<file path="src/rtl/cbt_pkg.sv">
`timescale 1ns / 1ps
`default_nettype none
// ----------------------------------------------------------------------------
// cbt_pkg: circuit breaker table shared definitions
// Table size, command and state codes, register map and the structs
// passed between the breaker table modules.
// ----------------------------------------------------------------------------
package cbt_pkg;

    localparam int SERVICES = 16;
    localparam int IDX_W    = (SERVICES > 1) ? $clog2(SERVICES) : 1;

    localparam int SVC_W    = 4;
    localparam int CMD_W    = 3;
    localparam int TIME_W   = 32;
    localparam int CNT_W    = 16;
    localparam int TRIP_W   = 32;

    localparam int CFG_ADDR_W = 3;
    localparam int CFG_DATA_W = 32;

    localparam logic [CNT_W-1:0] CNT_MAX        = '1;
    localparam logic [CNT_W-1:0] THRESHOLD_RST  = CNT_W'(5);
    localparam logic [TIME_W-1:0] RESET_TIME_RST = TIME_W'(30000);

    typedef enum logic {
        REG_THRESHOLD  = 1'b0,
        REG_RESET_TIME = 1'b1
    } reg_idx_t;

    typedef enum logic [CMD_W-1:0] {
        CMD_REGISTER   = 3'd0,
        CMD_UNREGISTER = 3'd1,
        CMD_FAILURE    = 3'd2,
        CMD_SUCCESS    = 3'd3,
        CMD_QUERY      = 3'd4,
        CMD_READ       = 3'd5
    } cmd_t;

    typedef enum logic [1:0] {
        ST_CLOSED = 2'd0,
        ST_OPEN   = 2'd1,
        ST_HALF   = 2'd2
    } brk_state_t;

    typedef struct packed {
        logic [CNT_W-1:0]  failure_threshold;
        logic [TIME_W-1:0] reset_time_ms;
    } cfg_t;

    typedef struct packed {
        logic [CMD_W-1:0]  command;
        logic [SVC_W-1:0]  service;
        logic [TIME_W-1:0] now_ms;
    } item_t;

    typedef struct packed {
        logic              available;
        logic [1:0]        breaker_state;
        logic              registered;
        logic [CNT_W-1:0]  failure_count;
        logic [TRIP_W-1:0] trip_total;
    } result_t;

endpackage
`default_nettype wire

</file>
<file path="src/rtl/cbt_ifs.sv">
`timescale 1ns / 1ps
`default_nettype none
// ----------------------------------------------------------------------------
// cbt_ifs: request and result channels of the breaker table
// Valid/ready channels carrying one command request and one result.
// ----------------------------------------------------------------------------
interface cbt_req_if;
    logic                        valid;
    logic                        ready;
    logic [cbt_pkg::CMD_W-1:0]   command;
    logic [cbt_pkg::SVC_W-1:0]   service;
    logic [cbt_pkg::TIME_W-1:0]  now_ms;

    modport source (output valid, output command, output service, output now_ms,
                    input ready);
    modport sink   (input valid, input command, input service, input now_ms,
                    output ready);
endinterface

interface cbt_rsp_if;
    logic                        valid;
    logic                        ready;
    logic                        available;
    logic [1:0]                  breaker_state;
    logic                        registered;
    logic [cbt_pkg::CNT_W-1:0]   failure_count;
    logic [cbt_pkg::TRIP_W-1:0]  trip_total;

    modport source (output valid, output available, output breaker_state,
                    output registered, output failure_count, output trip_total,
                    input ready);
    modport sink   (input valid, input available, input breaker_state,
                    input registered, input failure_count, input trip_total,
                    output ready);
endinterface
`default_nettype wire

</file>
<file path="src/rtl/cbt_cfg_regs.sv">
`timescale 1ns / 1ps
`default_nettype none
// ----------------------------------------------------------------------------
// cbt_cfg_regs: configuration registers
// APB-style register port holding the failure threshold and reset time.
// ----------------------------------------------------------------------------
module cbt_cfg_regs (
    input  wire logic                              clk,
    input  wire logic                              rst_n,
    input  wire logic                              psel,
    input  wire logic                              penable,
    input  wire logic                              pwrite,
    input  wire logic [cbt_pkg::CFG_ADDR_W-1:0]    paddr,
    input  wire logic [cbt_pkg::CFG_DATA_W-1:0]    pwdata,
    output logic      [cbt_pkg::CFG_DATA_W-1:0]    prdata,
    output logic                                   pready,
    output cbt_pkg::cfg_t                          cfg
);

    logic [cbt_pkg::CNT_W-1:0]  threshold_reg;
    logic [cbt_pkg::TIME_W-1:0] reset_time_reg;
    cbt_pkg::reg_idx_t          sel;
    logic                       wr_en;

    assign sel    = cbt_pkg::reg_idx_t'(paddr[cbt_pkg::CFG_ADDR_W-1]);
    assign wr_en  = psel && penable && pwrite && pready;
    assign pready = 1'b1;

    always_ff @(posedge clk or negedge rst_n)
    begin
        if (!rst_n)
        begin
            threshold_reg  <= cbt_pkg::THRESHOLD_RST;
            reset_time_reg <= cbt_pkg::RESET_TIME_RST;
        end
        else if (wr_en)
        begin
            case (sel)
                cbt_pkg::REG_THRESHOLD:  threshold_reg  <= pwdata[cbt_pkg::CNT_W-1:0];
                cbt_pkg::REG_RESET_TIME: reset_time_reg <= pwdata[cbt_pkg::TIME_W-1:0];
                default:                 threshold_reg  <= threshold_reg;
            endcase
        end
    end

    always_comb
    begin
        case (sel)
            cbt_pkg::REG_THRESHOLD:  prdata = cbt_pkg::CFG_DATA_W'(threshold_reg);
            cbt_pkg::REG_RESET_TIME: prdata = cbt_pkg::CFG_DATA_W'(reset_time_reg);
            default:                 prdata = '0;
        endcase
    end

    assign cfg.failure_threshold = threshold_reg;
    assign cfg.reset_time_ms     = reset_time_reg;

endmodule
`default_nettype wire

</file>
<file path="src/rtl/cbt_entry_table.sv">
`timescale 1ns / 1ps
`default_nettype none
// ----------------------------------------------------------------------------
// cbt_entry_table: breaker entry storage and update
// Holds the per-service breaker entries and the trip counter, and applies
// one command as a read-modify-write of the addressed entry.
// ----------------------------------------------------------------------------
module cbt_entry_table (
    input  wire logic               clk,
    input  wire logic               rst_n,
    input  wire cbt_pkg::cfg_t      cfg,
    input  wire logic               commit,
    input  wire cbt_pkg::item_t     item,
    output cbt_pkg::result_t        result
);

    logic [cbt_pkg::SERVICES-1:0]   valid_reg;
    cbt_pkg::brk_state_t            state_reg [cbt_pkg::SERVICES];
    logic [cbt_pkg::CNT_W-1:0]      count_reg [cbt_pkg::SERVICES];
    logic [cbt_pkg::TIME_W-1:0]     stamp_reg [cbt_pkg::SERVICES];
    logic [cbt_pkg::TRIP_W-1:0]     trips_reg;

    logic [cbt_pkg::IDX_W-1:0]      idx;
    logic                           inrange;
    logic                           hit;
    cbt_pkg::brk_state_t            cur_state;
    logic [cbt_pkg::CNT_W-1:0]      cur_count;
    logic [cbt_pkg::CNT_W-1:0]      inc_count;
    logic [cbt_pkg::TIME_W-1:0]     elapsed;

    logic                           valid_next;
    cbt_pkg::brk_state_t            state_next;
    logic [cbt_pkg::CNT_W-1:0]      count_next;
    logic                           trip;
    logic                           avail;
    logic                           hit_after;
    logic [cbt_pkg::TRIP_W-1:0]     trips_next;

    assign inrange   = 32'(item.service) < 32'(cbt_pkg::SERVICES);
    assign idx       = cbt_pkg::IDX_W'(item.service);
    assign hit       = inrange && valid_reg[idx];
    assign cur_state = state_reg[idx];
    assign cur_count = count_reg[idx];
    assign inc_count = (cur_count == cbt_pkg::CNT_MAX) ? cur_count : cur_count + 1'b1;
    assign elapsed   = item.now_ms - stamp_reg[idx];

    always_comb
    begin
        valid_next = valid_reg[idx];
        state_next = cur_state;
        count_next = cur_count;
        trip       = 1'b0;
        avail      = 1'b0;
        case (cbt_pkg::cmd_t'(item.command))
            cbt_pkg::CMD_REGISTER:
            begin
                valid_next = 1'b1;
                state_next = cbt_pkg::ST_CLOSED;
                count_next = '0;
            end
            cbt_pkg::CMD_UNREGISTER:
            begin
                valid_next = 1'b0;
                state_next = cbt_pkg::ST_CLOSED;
                count_next = '0;
            end
            cbt_pkg::CMD_FAILURE:
            begin
                if (hit && cur_state == cbt_pkg::ST_HALF)
                begin
                    trip = 1'b1;
                end
                else if (hit && cur_state == cbt_pkg::ST_CLOSED)
                begin
                    count_next = inc_count;
                    trip       = inc_count >= cfg.failure_threshold;
                end
            end
            cbt_pkg::CMD_SUCCESS:
            begin
                if (hit && cur_state == cbt_pkg::ST_HALF)
                begin
                    state_next = cbt_pkg::ST_CLOSED;
                    count_next = '0;
                end
                else if (hit && cur_state == cbt_pkg::ST_CLOSED)
                begin
                    count_next = '0;
                end
            end
            cbt_pkg::CMD_QUERY:
            begin
                avail = 1'b1;
                if (hit && cur_state == cbt_pkg::ST_OPEN)
                begin
                    if (elapsed >= cfg.reset_time_ms)
                    begin
                        state_next = cbt_pkg::ST_HALF;
                    end
                    else
                    begin
                        avail = 1'b0;
                    end
                end
            end
            default:
            begin
                avail = 1'b0;
            end
        endcase
        if (trip)
        begin
            state_next = cbt_pkg::ST_OPEN;
        end
    end

    assign trips_next = trip ? trips_reg + 1'b1 : trips_reg;
    assign hit_after  = inrange && valid_next;

    // per-entry state, cleared at reset
    always_ff @(posedge clk or negedge rst_n)
    begin
        if (!rst_n)
        begin
            valid_reg <= '0;
            trips_reg <= '0;
            for (int i = 0; i < cbt_pkg::SERVICES; i++)
            begin
                state_reg[i] <= cbt_pkg::ST_CLOSED;
                count_reg[i] <= '0;
            end
        end
        else if (commit)
        begin
            trips_reg <= trips_next;
            if (inrange)
            begin
                valid_reg[idx] <= valid_next;
                state_reg[idx] <= state_next;
                count_reg[idx] <= count_next;
            end
        end
    end

    // trip stamps, undefined until first trip
    always_ff @(posedge clk)
    begin
        if (commit && inrange && trip)
        begin
            stamp_reg[idx] <= item.now_ms;
        end
    end

    assign result.available     = avail;
    assign result.breaker_state = hit_after ? state_next : cbt_pkg::ST_CLOSED;
    assign result.registered    = hit_after;
    assign result.failure_count = hit_after ? count_next : '0;
    assign result.trip_total    = trips_next;

endmodule
`default_nettype wire

</file>
<file path="src/rtl/circuit_breaker_table.sv">
`timescale 1ns / 1ps
`default_nettype none
// ----------------------------------------------------------------------------
// circuit_breaker_table: per-service circuit breaker table
// Input register, one read-modify-write of the addressed entry, and a
// result register, with an APB-style configuration port.
// ----------------------------------------------------------------------------
// a request goes from the input register through the entry update into the result register
// throughput: one request per cycle while the result register is not stalled, set by the single entry update path
// the input register takes one more request while a finished result waits
// reset: all entries unregistered and closed, trip count zero,
//        threshold 5, reset time 30000 ms; no clearing pass
module circuit_breaker_table (
    input  wire logic                              clk,
    input  wire logic                              rst_n,
    cbt_req_if.sink                                req,
    cbt_rsp_if.source                              rsp,
    input  wire logic                              psel,
    input  wire logic                              penable,
    input  wire logic                              pwrite,
    input  wire logic [cbt_pkg::CFG_ADDR_W-1:0]    paddr,
    input  wire logic [cbt_pkg::CFG_DATA_W-1:0]    pwdata,
    output logic      [cbt_pkg::CFG_DATA_W-1:0]    prdata,
    output logic                                   pready
);

    cbt_pkg::cfg_t      cfg;
    cbt_pkg::item_t     in_item;
    cbt_pkg::item_t     s1_item_reg;
    logic               s1_valid_reg;
    logic               s1_valid_next;
    cbt_pkg::result_t   result;
    cbt_pkg::result_t   rsp_data_reg;
    logic               rsp_valid_reg;
    logic               rsp_valid_next;
    logic               advance;
    logic               commit;
    logic               req_fire;

    cbt_cfg_regs u_cfg (
        .clk     (clk),
        .rst_n   (rst_n),
        .psel    (psel),
        .penable (penable),
        .pwrite  (pwrite),
        .paddr   (paddr),
        .pwdata  (pwdata),
        .prdata  (prdata),
        .pready  (pready),
        .cfg     (cfg)
    );

    assign advance   = !rsp_valid_reg || rsp.ready;
    assign req.ready = !s1_valid_reg || advance;
    assign req_fire  = req.valid && req.ready;
    assign commit    = s1_valid_reg && advance;

    assign in_item.command = req.command;
    assign in_item.service = req.service;
    assign in_item.now_ms  = req.now_ms;

    assign s1_valid_next  = req_fire || (s1_valid_reg && !advance);
    assign rsp_valid_next = commit || (rsp_valid_reg && !rsp.ready);

    always_ff @(posedge clk or negedge rst_n)
    begin
        if (!rst_n)
        begin
            s1_valid_reg  <= 1'b0;
            rsp_valid_reg <= 1'b0;
        end
        else
        begin
            s1_valid_reg  <= s1_valid_next;
            rsp_valid_reg <= rsp_valid_next;
        end
    end

    always_ff @(posedge clk)
    begin
        if (req_fire)
        begin
            s1_item_reg <= in_item;
        end
        if (commit)
        begin
            rsp_data_reg <= result;
        end
    end

    cbt_entry_table u_table (
        .clk    (clk),
        .rst_n  (rst_n),
        .cfg    (cfg),
        .commit (commit),
        .item   (s1_item_reg),
        .result (result)
    );

    assign rsp.valid         = rsp_valid_reg;
    assign rsp.available     = rsp_data_reg.available;
    assign rsp.breaker_state = rsp_data_reg.breaker_state;
    assign rsp.registered    = rsp_data_reg.registered;
    assign rsp.failure_count = rsp_data_reg.failure_count;
    assign rsp.trip_total    = rsp_data_reg.trip_total;

    // a stalled request in the input register is neither lost nor changed
    a_s1_hold: assert property (@(posedge clk) disable iff (!rst_n)
        s1_valid_reg && !advance |=> s1_valid_reg && $stable(s1_item_reg))
        else $error("input register lost or changed a stalled request");

    // an empty result register never blocks the request side
    a_ready_when_empty: assert property (@(posedge clk) disable iff (!rst_n)
        !rsp_valid_reg |-> req.ready)
        else $error("request side stalled with empty result register");

    // unknown services always report closed with zero count
    a_unknown_closed: assert property (@(posedge clk) disable iff (!rst_n)
        rsp_valid_reg && !rsp_data_reg.registered |->
            rsp_data_reg.breaker_state == cbt_pkg::ST_CLOSED &&
            rsp_data_reg.failure_count == '0)
        else $error("unregistered service reported breaker state");

endmodule
`default_nettype wire
</file>
<file path="src/flat_wrapper.sv">
// flat-port wrapper written by rule: the top's interface ports become plain ports
module circuit_breaker_table_flat 
  (clk, rst_n, psel, penable, pwrite, paddr, pwdata, prdata, pready, req_valid, req_command, req_service, req_now_ms, req_ready, rsp_valid, rsp_available, rsp_breaker_state, rsp_registered, rsp_failure_count, rsp_trip_total, rsp_ready);
  cbt_req_if req_i ();
  cbt_rsp_if rsp_i ();
  input  wire logic clk;
  input  wire logic rst_n;
  input  wire logic psel;
  input  wire logic penable;
  input  wire logic pwrite;
  input  wire logic [cbt_pkg::CFG_ADDR_W-1:0] paddr;
  input  wire logic [cbt_pkg::CFG_DATA_W-1:0] pwdata;
  output logic      [cbt_pkg::CFG_DATA_W-1:0] prdata;
  output logic pready;
  input wire logic [$bits(req_i.valid)-1:0] req_valid;
  input wire logic [$bits(req_i.command)-1:0] req_command;
  input wire logic [$bits(req_i.service)-1:0] req_service;
  input wire logic [$bits(req_i.now_ms)-1:0] req_now_ms;
  output wire logic [$bits(req_i.ready)-1:0] req_ready;
  output wire logic [$bits(rsp_i.valid)-1:0] rsp_valid;
  output wire logic [$bits(rsp_i.available)-1:0] rsp_available;
  output wire logic [$bits(rsp_i.breaker_state)-1:0] rsp_breaker_state;
  output wire logic [$bits(rsp_i.registered)-1:0] rsp_registered;
  output wire logic [$bits(rsp_i.failure_count)-1:0] rsp_failure_count;
  output wire logic [$bits(rsp_i.trip_total)-1:0] rsp_trip_total;
  input wire logic [$bits(rsp_i.ready)-1:0] rsp_ready;
  assign req_i.valid = req_valid;
  assign req_i.command = req_command;
  assign req_i.service = req_service;
  assign req_i.now_ms = req_now_ms;
  assign req_ready = req_i.ready;
  assign rsp_valid = rsp_i.valid;
  assign rsp_available = rsp_i.available;
  assign rsp_breaker_state = rsp_i.breaker_state;
  assign rsp_registered = rsp_i.registered;
  assign rsp_failure_count = rsp_i.failure_count;
  assign rsp_trip_total = rsp_i.trip_total;
  assign rsp_i.ready = rsp_ready;
  circuit_breaker_table u_core (.clk(clk), .rst_n(rst_n), .req(req_i), .rsp(rsp_i), .psel(psel), .penable(penable), .pwrite(pwrite), .paddr(paddr), .pwdata(pwdata), .prdata(prdata), .pready(pready));
endmodule
</file>
<file path="config.mk">
export PLATFORM = sky130hd
export DESIGN_NAME = circuit_breaker_table_flat
export DESIGN_NICKNAME = d
export VERILOG_FILES = /design/src/rtl/cbt_pkg.sv /design/src/rtl/cbt_ifs.sv /design/src/rtl/cbt_cfg_regs.sv /design/src/rtl/cbt_entry_table.sv /design/src/rtl/circuit_breaker_table.sv /design/src/flat_wrapper.sv
export SDC_FILE = /design/constraint.sdc
export NUM_CORES = 1
export LEC_CHECK = 0
export BUFFER_PORTS_ARGS = -buffer_cell sky130_fd_sc_hd__buf_2
export CAP_MARGIN = 20
export CORE_UTILIZATION = 45
export DETAILED_ROUTE_END_ITERATION = 8
export PLACE_DENSITY = 0.62
export RECOVER_POWER = 50
export REMOVE_ABC_BUFFERS = 1
export SETUP_SLACK_MARGIN = 0.05
export SYNTH_ARGS = -nofsm -noshare
export SYNTH_HDL_FRONTEND = slang
export SYNTH_SLANG_ARGS = --single-unit
</file>
<file path="constraint.sdc">
create_clock -name clk -period 12.7 [get_ports clk]
set_clock_uncertainty 0.05 [all_clocks]
set_input_delay 3.81 -clock clk [delete_from_list [all_inputs] [get_ports clk]]
set_output_delay 3.81 -clock clk [all_outputs]
set_load 0.01 [all_outputs]
</file>
==> results of run 1 <==
metal layers:
| metal | up-vias | track usage (%) | routed length [µm] |
|---|---|---|---|
| met5 | - | 0 | 20 |
| met4 | 4 | 6.81 | 2480 |
| met3 | 150 | 3.24 | 6580 |
| met2 | 861 | 36.1 | 52500 |
| met1 | 13425 | 31.7 | 46700 |
| li1 | 11386 | - | - |
report_power, final:
part / switching [mW] / internal [mW] / total (mW)
sequential: 0.0887 / 3.54 / 3.62
combinational: 0.526 / 0.388 / 0.914
clock: 1.30 / 1.85 / 3.15
area by class of cell:
| type | count | share of cell area [%] |
|---|---|---|
| multi-input cells | 1688 | 29.4 |
| inverters | 98 | 0.751 |
| clock inverters | 60 | 1.44 |
| flip-flops and latches | 993 | 56.9 |
| clock buffers | 135 | 5.80 |
| diodes | 1 | 0.00511 |
| repair buffers | 220 | 2.40 |
| well taps | 1265 | 3.23 |
layout by cell type, fill, tap and decap left out, drive strengths merged, types with 11 or more instances in the layout:
cell / synthesis / layout
ha: 82 / 82
buf: 59 / 139
dfrtp: 377 / 377
edfxtp: 603 / 603
a21oi: 54 / 54
a31oi: 23 / 23
clkinv: 0 / 35
a22o: 11 / 11
and2: 21 / 21
a221oi: 13 / 13
clkbuf: 105 / 216
nand2: 373 / 373
nand2b: 18 / 18
o21ai: 316 / 316
nor3: 39 / 39
mux4: 238 / 238
bufinv: 0 / 13
a21o: 25 / 25
a22oi: 12 / 12
nand4: 19 / 19
xnor2: 64 / 64
xor2: 37 / 37
mux2: 72 / 72
nor2: 126 / 126
nand3: 33 / 33
inv: 98 / 103
tightest hold or removal path, cell delays in order (launching register included):
cell and delay [ps]:
dfrtp_1 330, nand2_1 40, o21ai_0 60
metrics by stage:
step | utilization (%) | setup slack [ps] | total power [mW] | cell area, µm²
after floorplan | - | 1870 | 4.29 | 42500
after global placement | 47.8 | 3680 | 4.57 | 45500
after detailed placement | 47.8 | 3670 | 4.61 | 45500
after CTS | 51.5 | 3670 | 7.76 | 49000
after global routing | 51.4 | 2350 | 7.98 | 49000
final | 51.5 | 2700 | 7.69 | 49000
cell usage after synthesis (5+ instances only):
| cell type | instances |
|---|---|
| nor2b_1 | 8 |
| buf_6 | 6 |
| a22oi_1 | 10 |
| nor3_2 | 8 |
| o21bai_1 | 5 |
| buf_4 | 10 |
| a211oi_1 | 5 |
| ha_1 | 82 |
| nand2_1 | 373 |
| dfstp_2 | 9 |
| a21oi_1 | 52 |
| mux4_1 | 10 |
| nand2b_1 | 18 |
| o211ai_1 | 5 |
| xor2_1 | 37 |
| buf_1 | 20 |
| a221oi_1 | 11 |
| nand3_1 | 33 |
| a221o_1 | 9 |
| nor4_1 | 5 |
| mux4_2 | 228 |
| or3_1 | 5 |
| a21o_1 | 25 |
| buf_2 | 20 |
| inv_1 | 97 |
| o21ai_1 | 68 |
| o21a_1 | 7 |
| xnor2_1 | 64 |
| nor2_1 | 125 |
| nor3_1 | 30 |
| o21ai_0 | 245 |
| dfrtp_1 | 377 |
| a22o_1 | 11 |
| and2_1 | 21 |
| clkbuf_1 | 101 |
| a31oi_1 | 19 |
| edfxtp_1 | 603 |
| and3_1 | 9 |
| mux2_2 | 72 |
| nand4_1 | 19 |
path summary, 6_finish.rpt:
check	from	end	slack [ps]	depth (start not counted)
max	paddr[2]	prdata[9]	2700	3
min	u_core.u_table.count_reg[186]$_DFFE_PN0P_	u_core.u_table.count_reg[186]$_DFFE_PN0P_	420	2
max reg2reg	u_core.s1_item_reg[33]$_DFFE_PP_	u_core.rsp.trip_total[22]$_DFFE_PP_	2940	19
min reg2reg	u_core.u_table.count_reg[186]$_DFFE_PN0P_	u_core.u_table.count_reg[186]$_DFFE_PN0P_	420	2
max in group asynchronous	rst_n	u_core.u_cfg.reset_time_reg[17]$_DFFE_PN0P_	3650	3
min in group asynchronous	rst_n	u_core.u_table.count_reg[174]$_DFFE_PN0P_	5080	1
logic make-up after synthesis:
kind of cell | count (synthesis)
AOI/OAI and AO/OA | 514
xor gates and xnor gates | 101
adders and majority gates | 83
buffers and inverters | 262
DFF | 993
muxes | 315
other | 1
and+or+nand+nor | 674
==> impl_metrics.yaml, run 1 <==
detailed_routing:
  first_pass_iters: 7
  drtIter0Drc: 2392
  ant_nets: 0
  remaining_drc_errors: 0
  wl_um: 108000
  wl_per_cell_um: 24.3
  num_vias: 25826
  viasPerCell: 5.79
critical_path:
  crit_buf_inv: 2
  cp_cell_sequence: "clkbuf_1, o21ai_0, buf_2"
  slowest_stage: "clkbuf_1"
  required_ps: 8840
  cp-start-kind: "input pin"
  critPathMaxFanout: 49
  crit_family: "buffers and inverters"
  cp-end-kind: "output port"
  cpPeakStageDelay_ps: 1620
  path_class: "input pin to output port"
  cp.arrival_ps: 6140
timing:
  tightest_slew_ps: 5450
  slew_viol_final: 317
  setup-violations-final: 0
  rsz0062_at_grt: "false"
  finalHoldViolCount: 0
  fmax_mhz: 100
  finalSetupTns_ps: 0
  fin_crit_ps: 10000
  timing.hold.ws_ps: 420
  relSlewSlack_pct: -263
  post-route-period-util_pct: 78.8
cts:
  cts_root_buf: "clkbuf_16"
  postCtsSetupRepairBufs: 0
  clk_path_buf_depth: 3
  h-tree-depth: 3
  clkTransAtPathRegs_ps: 60
  hold_buffers: 0
  cts_tree: "done"
  clock-sinks: 993
  clk_latency_ps: 700
  cts_inserted_buffers: 104
  cts_resized: 0
floorplanning:
  die_width_um: 312
  start_util_pct: 45.5
  io_pins: 168
  die_h_um: 312
  rows: 113
  fp.dieArea_um2: 97400
  core_um2: 95200
synthesis:
  yosysSeqAreaShare_pct: 64.4
  synth_edf_count: 603
  synth_area_per_cell_um2: 14.7
  synth_simple_gate_area_share_pct: 6.84
  synthXorXnorAreaFrac_pct: 2.04
  ys_types: 86
  synth_adder_area_share_pct: 2.42
  muxShareOfSynthArea_pct: 14.5
  ys_ff_latch: 993
  synth_warnings: 0
  synth-main-ff-cell: "edfxtp_1"
  syn_area_um2: 43300
  synth.top_cell.area_share_pct: 41.8
  yosys.area.top_type: "edfxtp_1"
  synth-compound-area-share_pct: 7.21
  synth_top_family_by_area: "multiplexers"
  async_flop_share_pct: 38.9
  syn_inst: 2943
  synthTopCellsByArea: "edfxtp_1, dfrtp_1, mux4_2"
layout:
  drive_gt1_share_pct: 20.9
  largest_reg_flops: 512
  fillerInstances: 7843
  regArea_um2: 27900
  multiInputGateArea_um2: 14400
  fin_nets: 3269
  stdcell_count: 4460
  area_growth_pct: 13.1
place:
  dp_hpwl_um: 63800
  finalWeightedCongestion: 0.902
  dp_cells: 4262
  port_buffers: 164
power_and_ir_drop:
  p_leak_nw: 18.4
  ir_drop_mv: 0.105
  power_density_nw_per_um2: 157
outcome:
  status: "finished, violations left"
  violations: "capacitance limit, slew limit"
global_routing:
  grt_overflow: 0
  grt_max_degree: 104
  grt_pass1_vias: 26633
  grt.total_usage_pct: 22.4
  grt_pass1_wl_um: 165000
  antenna_found_initial: 3
run:
  max_cap_violations: 6
worst_hold_path:
  hold_class: "flop to flop"
Power figures use the tool's default switching activity.
==> inputs of run 2 (changes only) <==
clock period = 9.9 ns   (was 12.7 ns; I/O delays follow)
==> run 2 against run 1 <==
Net effect: the run still ends with capacitance limit, slew limit left; sequential power up 29%; critical path depth did not move; combinational power grew 26%; power rose by 26%; worst setup slack lost 1300 ps.
==> impl_metrics.yaml, run 2 (same netlist as run 1, synthesis figures left out) <==
cts:
  h-tree-depth: 3
  hold_buffers: 0
  clkTransAtPathRegs_ps: 50
  cts_inserted_buffers: 104
  postCtsSetupRepairBufs: 0
  cts_tree: "done"
  cts_root_buf: "clkbuf_16"
  cts_resized: 0
  clk_path_buf_depth: 3
  clk_latency_ps: 700
  clock-sinks: 993
place:
  dp_cells: 4263
  placed_area_um2: 45500
  finalWeightedCongestion: 0.880
  port_buffers: 164
  dp_hpwl_um: 64600
critical_path:
  worstSetupStartpoint: "paddr[2]"
  r2r_end: "u_core.rsp.trip_total[20]$_DFFE_PP_"
  rrSetupSlack_ps: 1800
  critPathMaxFanout: 49
  required_ps: 6880
  reg2reg_depth: 20
  path_class: "input pin to output port"
  cp.arrival_ps: 5440
  cp-start-kind: "input pin"
  r2r-start: "u_core.s1_item_reg[34]$_DFFE_PP_"
  cp-end-kind: "output port"
layout:
  fin_nets: 3269
  layout_commonest_cell: "edfxtp_1"
  largest_reg_flops: 512
  final_cell_mix: "edfxtp_1, dfrtp_1, nand2_1"
  area_growth_pct: 12.9
  stdcell_count: 4459
  insertedDiodeCount: 0
  utilization_pct: 51.4
  drive_gt1_share_pct: 22.3
  finalInstanceArea_um2: 48900
timing:
  fin_crit_ps: 8460
  fmax_mhz: 118
  rsz0062_at_grt: "false"
  tightest_slew_ps: 5820
  post-route-period-util_pct: 85.5
  relSlewSlack_pct: -288
  slew_viol_final: 352
  finalHoldViolCount: 0
  setup-violations-final: 0
worst_hold_path:
  worstHoldStart: "u_core.u_table.count_reg[160]$_DFFE_PN0P_"
  min_to: "u_core.u_table.count_reg[160]$_DFFE_PN0P_"
  min_path_cells: 2
  hold_class: "flop to flop"
detailed_routing:
  first_pass_iters: 6
  wl_per_cell_um: 23.8
  remaining_drc_errors: 0
  ant_nets: 0
  wl_um: 106000
  viasPerCell: 5.73
  drtIter0Drc: 2230
  num_vias: 25565
floorplanning:
  die_h_um: 312
  fp.dieArea_um2: 97400
  io_pins: 168
  die_width_um: 312
  core_um2: 95200
  start_util_pct: 45.5
  rows: 113
global_routing:
  antenna_found_initial: 2
  grt.total_usage_pct: 22.1
  grt_pass1_vias: 26306
  grt_overflow: 0
  grt_pass1_wl_um: 162000
  grt_max_degree: 157
power_and_ir_drop:
  power_density_nw_per_um2: 198
  ir_drop_mv: 0.138
  p_leak_nw: 18.5
outcome:
  status: "finished, violations left"
  violations: "capacitance limit, slew limit"
run:
  max_cap_violations: 7
[run 2: worst max path at each step]
stage	end	slack (ps)
5_1_grt	u_core.u_cfg.reset_time_reg[28]$_DFFE_PN0P_	1050
2_1_floorplan	u_core.rsp.breaker_state[0]$_SDFFCE_PN0P_	-930
6_report	prdata[8]	1440
3_3_place_gp	u_core.rsp.trip_total[22]$_DFFE_PP_	1970
3_5_place_dp	u_core.rsp.breaker_state[0]$_SDFFCE_PN0P_	1930
4_1_cts	u_core.rsp.trip_total[16]$_DFFE_PP_	1870
[run 2: worst max-delay path, stage by stage]
cell	delay [ps]
clkbuf_1	1710
o21ai_0	430
buf_2	280
[run 2: final cells by class]
type	count	area, µm²
tap	1265	1580
fill	7819	46300
sequential	993	27900
inverter	98	368
timing repair buffer	220	1260
multi-input combinational	1688	14400
clock buffer	161	3000
clock inverter	34	385
[run 2: through the flow]
stage	setup TNS, ps	hold slack, ps	setup slack (ps)	power [mW]
2_1_floorplan	-25280	392	-929	5.50
3_3_place_gp	0	404	1970	5.85
3_5_place_dp	0	413	1930	5.89
4_1_cts	0	426	1870	9.76
5_1_grt	0	448	1050	10.0
6_report	0	423	1440	9.68
[run 2: power by group]
| group | switching, mW | internal [mW] | total (mW) |
|---|---|---|---|
| clock network | 1.62 | 2.25 | 3.86 |
| registers | 0.124 | 4.54 | 4.66 |
| logic | 0.655 | 0.498 | 1.15 |
[run 2: routing by layer]
layer,up-vias,routed length [µm],global-route usage [%]
met5,-,7,0
met4,2,2290,6.18
met2,826,51800,36.1
met1,13224,45500,30.6
met3,127,6780,3.56
li1,11386,-,-
